==> src/sv/ntaf_pkg.sv <==
// shared mode codes, ascii constants and digit limits for the number to ascii formatter
// no dependencies; used by the top level and the checker
package ntaf_pkg;

  localparam logic [1:0] MODE_UDEC = 2'd0;
  localparam logic [1:0] MODE_SDEC = 2'd1;
  localparam logic [1:0] MODE_HEX  = 2'd2;
  localparam logic [1:0] MODE_BIN  = 2'd3;

  localparam logic [6:0] CHR_ZERO  = 7'h30;
  localparam logic [6:0] CHR_A     = 7'h41;
  localparam logic [6:0] CHR_PLUS  = 7'h2B;
  localparam logic [6:0] CHR_MINUS = 7'h2D;

  localparam logic [4:0] MAX_DEC = 5'd10;
  localparam logic [4:0] MAX_HEX = 5'd8;
  localparam logic [4:0] MAX_BIN = 5'd16;

  localparam int BCD_DIGITS = 10;

endpackage

==> src/sv/number_to_ascii_formatter.sv <==
// number to ascii formatter: top level, sequencer, shift-and-add-3 unit, output register
// depends on ntaf_pkg
//
//   channel  | direction | handshake                   | payload
//   ---------+-----------+-----------------------------+------------------------------------
//   number   | in        | number_valid / number_stall | mode, number_value, digit_count,
//            |           |                             | row, start_column
//   char     | out       | char_valid / char_stall     | row_out, column_out, ascii_char, last
//
// decimal modes: a load, then the bcd unit shifts in every bit of the magnitude, then one
//   character per cycle while the output register is free (sign in signed mode plus up to 10 digits)
// hex and binary: a load, then one digit per cycle while the output register is free (up to 8 or 16)
// number_stall stays high from the accept until the last character, if any, is in the output register
// a stalled char request holds its payload; the next number request is taken meanwhile
// rst is synchronous and clears the sequencer and the output valid
module number_to_ascii_formatter #(
  parameter int NUMBER_WIDTH = 32
) (
  input  logic       clk,
  input  logic       rst,
  input  logic       number_valid,
  output logic       number_stall,
  input  logic [1:0] mode,
  input  logic [31:0] number_value,
  input  logic [4:0] digit_count,
  input  logic [2:0] row,
  input  logic [4:0] start_column,
  output logic       char_valid,
  input  logic       char_stall,
  output logic [2:0] row_out,
  output logic [4:0] column_out,
  output logic [6:0] ascii_char,
  output logic       last
);

  localparam int CW = $clog2(NUMBER_WIDTH);

  // sequencer codes
  localparam logic [1:0] S_IDLE = 2'd0;
  localparam logic [1:0] S_CONV = 2'd1;
  localparam logic [1:0] S_SIGN = 2'd2;
  localparam logic [1:0] S_EMIT = 2'd3;

  logic [1:0]              state;
  logic [1:0]              state_next;
  logic [1:0]              mode_q;
  logic                    neg_q;
  logic                    zero_q;
  logic [3:0]              idx;
  logic [4:0]              col;
  logic [2:0]              row_q;
  logic [CW-1:0]           bit_cnt;
  logic [NUMBER_WIDTH-1:0] mag;
  logic [3:0]              bcd [ntaf_pkg::BCD_DIGITS];
  logic [3:0]              bcd_shift [ntaf_pkg::BCD_DIGITS];

  // input view of the number, at the working width and at 32 bits
  logic [NUMBER_WIDTH-1:0] v_nw;
  logic [31:0]             v_32;

  generate
    if (NUMBER_WIDTH > 32) begin : g_wide
      assign v_nw = {{(NUMBER_WIDTH - 32){1'b0}}, number_value};
      assign v_32 = number_value;
    end else if (NUMBER_WIDTH == 32) begin : g_full
      assign v_nw = number_value;
      assign v_32 = number_value;
    end else begin : g_narrow
      assign v_nw = number_value[NUMBER_WIDTH-1:0];
      assign v_32 = {{(32 - NUMBER_WIDTH){1'b0}}, number_value[NUMBER_WIDTH-1:0]};
    end
  endgenerate

  logic       accept;
  logic       is_dec;
  logic       neg_in;
  logic [4:0] max_cnt;
  logic [4:0] cnt_c;

  assign accept = number_valid && (state == S_IDLE);
  assign number_stall = (state != S_IDLE);

  // digit count clamp per mode
  always_comb begin
    unique case (mode) inside
      ntaf_pkg::MODE_UDEC, ntaf_pkg::MODE_SDEC: max_cnt = ntaf_pkg::MAX_DEC;
      ntaf_pkg::MODE_HEX:                       max_cnt = ntaf_pkg::MAX_HEX;
      default:                                  max_cnt = ntaf_pkg::MAX_BIN;
    endcase
  end

  assign cnt_c  = (digit_count > max_cnt) ? max_cnt : digit_count;
  assign is_dec = (mode == ntaf_pkg::MODE_UDEC) || (mode == ntaf_pkg::MODE_SDEC);
  assign neg_in = (mode == ntaf_pkg::MODE_SDEC) && v_nw[NUMBER_WIDTH-1];

  // shared bcd unit: add 3 to every digit of five or more, then shift in the next bit
  always_comb begin
    logic [3:0] adj [ntaf_pkg::BCD_DIGITS];
    for (int k = 0; k < ntaf_pkg::BCD_DIGITS; k++) begin
      adj[k] = (bcd[k] >= 4'd5) ? (bcd[k] + 4'd3) : bcd[k];
    end
    for (int k = 0; k < ntaf_pkg::BCD_DIGITS; k++) begin
      if (k == 0) begin
        bcd_shift[k] = {adj[k][2:0], mag[NUMBER_WIDTH-1]};
      end else begin
        bcd_shift[k] = {adj[k][2:0], adj[k-1][3]};
      end
    end
  end

  // digit at the emit index, as ascii
  logic [3:0] nib;
  logic       bin_bit;
  logic [3:0] digit;
  logic [6:0] digit_chr;

  assign nib     = (idx < 4'(ntaf_pkg::BCD_DIGITS)) ? bcd[idx] : 4'd0;
  assign bin_bit = bcd[{2'b00, idx[3:2]}][idx[1:0]];
  assign digit   = (mode_q == ntaf_pkg::MODE_BIN) ? {3'b000, bin_bit} : nib;
  assign digit_chr = (digit < 4'd10) ? (ntaf_pkg::CHR_ZERO + {3'b000, digit})
                                     : (ntaf_pkg::CHR_A + {3'b000, digit} - 7'd10);

  // output register is free when empty or being taken this cycle
  logic out_free;
  logic emit_sign;
  logic emit_digit;

  assign out_free   = !char_valid || !char_stall;
  assign emit_sign  = (state == S_SIGN) && out_free;
  assign emit_digit = (state == S_EMIT) && out_free;

  // sequencer
  always_comb begin
    state_next = state;
    unique case (state)
      S_IDLE: begin
        if (accept) begin
          if (is_dec) begin
            state_next = S_CONV;
          end else if (cnt_c == 5'd0) begin
            state_next = S_IDLE;
          end else begin
            state_next = S_EMIT;
          end
        end
      end
      S_CONV: begin
        if (bit_cnt == '0) begin
          if (mode_q == ntaf_pkg::MODE_SDEC) begin
            state_next = S_SIGN;
          end else if (zero_q) begin
            state_next = S_IDLE;
          end else begin
            state_next = S_EMIT;
          end
        end
      end
      S_SIGN: begin
        if (out_free) begin
          state_next = zero_q ? S_IDLE : S_EMIT;
        end
      end
      S_EMIT: begin
        if (out_free && (idx == 4'd0)) begin
          state_next = S_IDLE;
        end
      end
      default: state_next = S_IDLE;
    endcase
  end

  always_ff @(posedge clk) begin
    if (rst) begin
      state <= S_IDLE;
    end else begin
      state <= state_next;
    end
  end

  // working registers
  always_ff @(posedge clk) begin
    if (accept) begin
      mode_q  <= mode;
      neg_q   <= neg_in;
      zero_q  <= (cnt_c == 5'd0);
      idx     <= 4'(cnt_c - 5'd1);
      col     <= start_column;
      row_q   <= row;
      bit_cnt <= CW'(NUMBER_WIDTH - 1);
      // magnitude for the decimal modes, wraps for the most negative value
      mag     <= neg_in ? (NUMBER_WIDTH'(0) - v_nw) : v_nw;
      for (int k = 0; k < ntaf_pkg::BCD_DIGITS; k++) begin
        if (!is_dec && (k < 8)) begin
          bcd[k] <= v_32[4*k +: 4];
        end else begin
          bcd[k] <= 4'd0;
        end
      end
    end else if (state == S_CONV) begin
      bit_cnt <= bit_cnt - CW'(1);
      mag     <= {mag[NUMBER_WIDTH-2:0], 1'b0};
      for (int k = 0; k < ntaf_pkg::BCD_DIGITS; k++) begin
        bcd[k] <= bcd_shift[k];
      end
    end else if (emit_sign) begin
      col <= col + 5'd1;
    end else if (emit_digit) begin
      col <= col + 5'd1;
      idx <= idx - 4'd1;
    end
  end

  // output register
  always_ff @(posedge clk) begin
    if (rst) begin
      char_valid <= 1'b0;
    end else if (emit_sign || emit_digit) begin
      char_valid <= 1'b1;
    end else if (!char_stall) begin
      char_valid <= 1'b0;
    end
  end

  always_ff @(posedge clk) begin
    if (emit_sign) begin
      row_out    <= row_q;
      column_out <= col;
      ascii_char <= neg_q ? ntaf_pkg::CHR_MINUS : ntaf_pkg::CHR_PLUS;
      last       <= zero_q;
    end else if (emit_digit) begin
      row_out    <= row_q;
      column_out <= col;
      ascii_char <= digit_chr;
      last       <= (idx == 4'd0);
    end
  end

endmodule

==> config.mk <==
export PLATFORM = sky130hd
export DESIGN_NAME = number_to_ascii_formatter
export DESIGN_NICKNAME = d
export VERILOG_FILES = /design/src/sv/ntaf_pkg.sv /design/src/sv/number_to_ascii_formatter.sv
export SDC_FILE = /design/constraint.sdc
export NUM_CORES = 1
export LEC_CHECK = 0
export BUFFER_PORTS_ARGS = -buffer_cell sky130_fd_sc_hd__buf_2
export CAP_MARGIN = 20
export CELL_PAD_IN_SITES_DETAIL_PLACEMENT = 0
export CELL_PAD_IN_SITES_GLOBAL_PLACEMENT = 1
export CORE_ASPECT_RATIO = 0.5
export CORE_MARGIN = 2
export CORE_UTILIZATION = 35
export DETAILED_ROUTE_END_ITERATION = 10
export PLACE_DENSITY_LB_ADDON = 0.1
export SYNTH_ARGS = -nofsm -noshare
export SYNTH_HDL_FRONTEND = slang
export SYNTH_SLANG_ARGS = --single-unit
==> constraint.sdc <==
create_clock -name clk -period 4.1 [get_ports clk]
set_clock_uncertainty 0.05 [all_clocks]
set_input_delay 0.41 -clock clk [delete_from_list [all_inputs] [get_ports clk]]
set_output_delay 0.41 -clock clk [all_outputs]
set_load 0.02 [all_outputs]
Word level (Yosys, flattened, before mapping) --
Memories as Yosys holds them, arrays and structs flattened. A register that Yosys moved wholly into a read port is not among the register bits. Index checks and enable logic that the tools add are counted.
Storage, ports and cells: register bits after elaboration 72, latch bits 0, memory bits (writable) 40, memory bits (read-only) 0, bits of input ports 51, output and inout port bits 18, memories kept 1
Memory list:
- bcd | depth 10, bits a word 4, read ports 12, clocked after Yosys merged registers in 2, wr ports 10, RTL line number_to_ascii_formatter.sv:54 | logic [3:0] bcd [ntaf_pkg::BCD_DIGITS];
Operators by class: add/sub/neg operators 18, $mul 0, divide/modulo/power cells 0, order comparisons 14, equality and inequality tests 14, shift-type cells 0, mux-type cells 79, bitwise logic cells 18, reductions and logical operators 24
Operator list (count):
- $mux W4 | 35
- $mux W32 | 3
- $ge A4 B3 Y1 const B | 10
- $add A4 B2 Y4 const B | 9
- $mux W5 | 7
- $sub A1 B32 Y32 const A | 1
- $mux W7 | 3
- $or A1 B1 Y1 | 18
- $mux W1 | 16
- $mux W2 | 8
- $mux W3 | 4
- $logic_not A5 Y1 | 2
- $ne A2 B2 Y1 const B | 5
- $pmux W5 S2 | 1
- $eq A2 B2 Y1 const B | 4
- $lt A4 B4 Y1 const B | 2
- $pmux W2 S4 | 1
- $reduce_bool A2 Y1 | 4
- $sub A4 B1 Y4 const B | 2
- $add A6 B4 Y7 const A | 1
- $add A7 B4 Y7 const A | 1
- $sub A7 B4 Y7 const B | 1
- $eq A2 B1 Y1 const B | 3
- $add A5 B1 Y5 const B | 1
- 16 further kinds | 25

Logic depth before layout (Yosys ltp) --
depth in word-level cells 10, depth in mapped cells 11

Least setup slack after synthesis --
OpenSTA, ideal clock, no wires.
path kind register to register, start point register state[0], end point memory bcd[8][0], enable pin, setup time 0.437 ns, data arrival time 2.326 ns, data required time 3.613 ns, path slack 1.286 ns, stages on the path, launching flop included 4, buffers on the path 1, period minus slack after synthesis 2.814 ns, cells stage by stage dfxtp_1 clkbuf_1 nor2_1 nor2_1
RTL lines:
- start, declared | RTL line number_to_ascii_formatter.sv:44 | logic [1:0] state;
- start signal, assigned | RTL line number_to_ascii_formatter.sv:176 | state <= state_next;
- end, declared | RTL line number_to_ascii_formatter.sv:54

==> summary.txt <==
Worst Path Buf+Inv: 0
Clock sinks: 116
Placed Area: 7530 um^2
TNS Setup: 0 ns
# port buffers: 68
GRT overflow: 0
XOR/XNOR Fraction of Synth Area: 7.35%
Core area: 19400 um^2
Worst-margin pin slew: 0.848 ns
Vias: 5255
Placement Rows: 36
Avg Cell Area, Syn: 10.1 um^2
Die H: 103 um
HPWL after DPL: 12500 um
# IOs: 69
DRT Pass-1 Iters: 5
Hold Fails Final Rpt: 0
Maximum vdd drop: 0.323 mV
Crit-path cells: mux4_2, mux2_2, o21a_1, a211oi_2, ha_1, o21ai_1, and3_1
CP Max Fanout: 10
Syn Nets: 764
Clock Latency Late Sink: 0.42 ns
Routed Antenna Nets: 0
DRC Markers: 0
RR Endpoint: ascii_char[6]
Worst Hold Path EP: row_q[0]
Distinct cells, synth: 54
CP startpoint kind: register
Time the worst path needs with I/O delays and setup: 2.74 ns
Root Buffer: clkbuf_16
Min-Delay Startpoint: row[0]
Nets: 829
Post-route cell area: 8120 um^2
Avg Vias per Cell: 5.11
Routed WL: 17300 um
Layout cells sized above 1: 16.8%
Worst-case clock buffer depth: 2
Antenna violations before repair: 0
Antenna cell count: 0
DR WL/cell: 16.8 um
CTS tree: built
Reg2reg path depth: 7
CTS hold repair buffers: 0
First-pass GRT wire length: 27500 um
CTS Buf Count: 17
Worst endpoint data arrival time: 2.86 ns
RSZ-0062 raised after global routing: false
Period utilisation layout: 66.8%
Relative slew margins: 43.3%
Status: complete, no violations
Post-synth ARST share: 0%
Slowest-stage cell, CP: dfxtp_1
Largest family of logic cells by synthesized area: compound AO/OA/AOI/OAI gates
Postcts setup bufs: 0
Post-synthesis cell area: 6910 um^2
Dominant synthesized flop cell: edfxtp_1
Post-synth EDFFs: 104
FMAX: 365 MHz
Synth Area in Simple Gates: 14.2%
Gpl congestion: 0.762
LEAKAGE: 3.14 nW
Starting Density: 35.6%
Adder-Cell Fraction of Synth Area: 5.21%
Critical path's top delay family: multiplexers
Crit Path Class: register to register
Clock Pin Slew Worst Setup and Hold Paths: 0.06 ns
Min Hold Slack: 0.124 ns
Critical path required time: 4.22 ns
Largest net degree at the start of global routing: 79
Power Dens Cells: 811 nW/um^2
Final setup viols: 0
Hold Path Depth: 1
Register bit total from synthesis: 116
Mapped Cells: 685
Total track usage: 17.3%
Die area: 21000 um^2
Worst setup EP type: register
Slew Viols, Final: 0
Post-synthesis compound-gate area fraction: 15.6%
First DRT Iteration DRCs: 308
FF-to-FF setup slack: 1.36 ns
Yosys warns: 0
Vias in the first global route: 4989
Worst path max stage delay: 0.62 ns
Mux cell area share after synthesis: 5.45%
Area Growth Syn to Fin: 17.5%
H-tree Lvls: 4
Post-cts sizing count: 0
Die width: 203 um
Max cap viols: 0
Seq/Total Area, Yosys: 48.7%
Hold crit path type: input port to register
==> placed cells by master (no fill, tap or decap), types with 14 or more instances in the layout <==
| cell | n |
|---|---|
| nor2_1 | 42 |
| buf_2 | 68 |
| o21ai_1 | 29 |
| edfxtp_1 | 104 |
| a21oi_1 | 52 |
| inv_1 | 32 |
| o31ai_1 | 15 |
| nand2b_1 | 15 |
| ha_1 | 28 |
| nor3_1 | 14 |
| xnor2_1 | 27 |
| nand2_1 | 91 |
| xor2_1 | 31 |
| o21ai_0 | 53 |
| clkbuf_16 | 17 |
==> sequential cells by signal, summed over array words and instances (netlist names), named ones only <==
| signal | cells |
|---|---|
| ascii_char | 7 |
| last | 1 |
| column_out | 5 |
| row_out | 3 |
| bit_cnt | 5 |
| mode_q | 2 |
| idx | 4 |
| row_q | 3 |
| state | 2 |
| char_valid | 1 |
| bcd | 40 |
| mag | 32 |
| col | 5 |
| neg_q | 1 |
| zero_q | 1 |
==> synthesized netlist by cell type (all sizes together) (7+ instances only) <==
cell      n  share of area, %
nand2b   15               1.4
nor2     44               2.4
xnor2    27               3.4
clkbuf   23               1.2
nand3     9              0.65
a21oi    53               3.8
mux4     11               3.6
xor2     31               3.9
ha       28               5.1
nor3b     9              0.98
inv      32               1.7
edfxtp  104                45
nor3     14               1.0
dfxtp    12               3.5
mux2      7               1.1
o31ai    15               1.6
o21ai    83               6.1
nand2    92               5.0
==> layer usage <==
metal  GRT usage, %  share of wire, %  vias to the layer above
met5              0                 0                        -
met4           4.38              0.63                        0
met3           3.57               4.3                       14
met2           24.9                40                      108
met1           26.2                55                     2519
li1               -                 -                     2614
==> worst register-to-register path, cell delays in order, from the launching register on <==
cell and delay, ns:
dfxtp_1 0.62, mux4_2 0.56, mux2_2 0.28, o21a_1 0.18, a211oi_2 0.29, ha_1 0.24, o21ai_1 0.09, and3_1 0.18
==> per-stage QoR <==
stage	total power [W]	setup slack [ns]	utilization, %	std cells
3_3_place_gp	0.00511	1.33	38.8	997
6_report	0.00658	1.36	41.8	1029
2_1_floorplan	0.00440	1.29	-	685
4_1_cts	0.00667	1.34	41.8	1029
3_5_place_dp	0.00513	1.29	38.8	997
5_1_grt	0.00714	1.15	41.8	1029
==> power breakdown <==
part	switching [W]	leakage [nW]	total [W]	internal [W]
Sequential	0.000491	1.12	0.00258	0.00208
Combinational	0.00144	1.73	0.00250	0.00105
Clock	0.000566	0.279	0.00151	0.000947
Total	0.00250	3.14	0.00658	0.00408
==> worst max-delay path by stage <==
stage | start | end | slack, ns | depth (start not counted)
6_report | register | ascii_char[6] | 1.36 | 7
5_1_grt | register | ascii_char[6] | 1.15 | 7
4_1_cts | register | ascii_char[6] | 1.34 | 7
3_5_place_dp | mode[1] | register | 1.29 | 12
3_3_place_gp | mode[1] | register | 1.33 | 12
2_1_floorplan | state[0] | bcd[8][0] | 1.29 | 3
==> cells by family (layout without fill, tap and decap cells) <==
| kind of cell | after synthesis | count (layout) |
|---|---|---|
| and+or+nand+nor | 212 | 212 |
| AOI/OAI and AO/OA | 186 | 186 |
| DFF | 116 | 116 |
| buffers and inverters | 61 | 139 |
| xor gates and xnor gates | 58 | 58 |
| adders and majority gates | 29 | 29 |
| muxes | 23 | 23 |
==> cell type report <==
type	count	area (um^2)
Inverter	32	120
Multi-Input combinational cell	508	3320
Fill cell	1919	11300
Tap cell	266	333
Clock inverter	15	165
Timing Repair Buffer	75	393
Clock buffer	17	425
Sequential cell	116	3360
No activity file was read; power rests on OpenSTA's default activity.
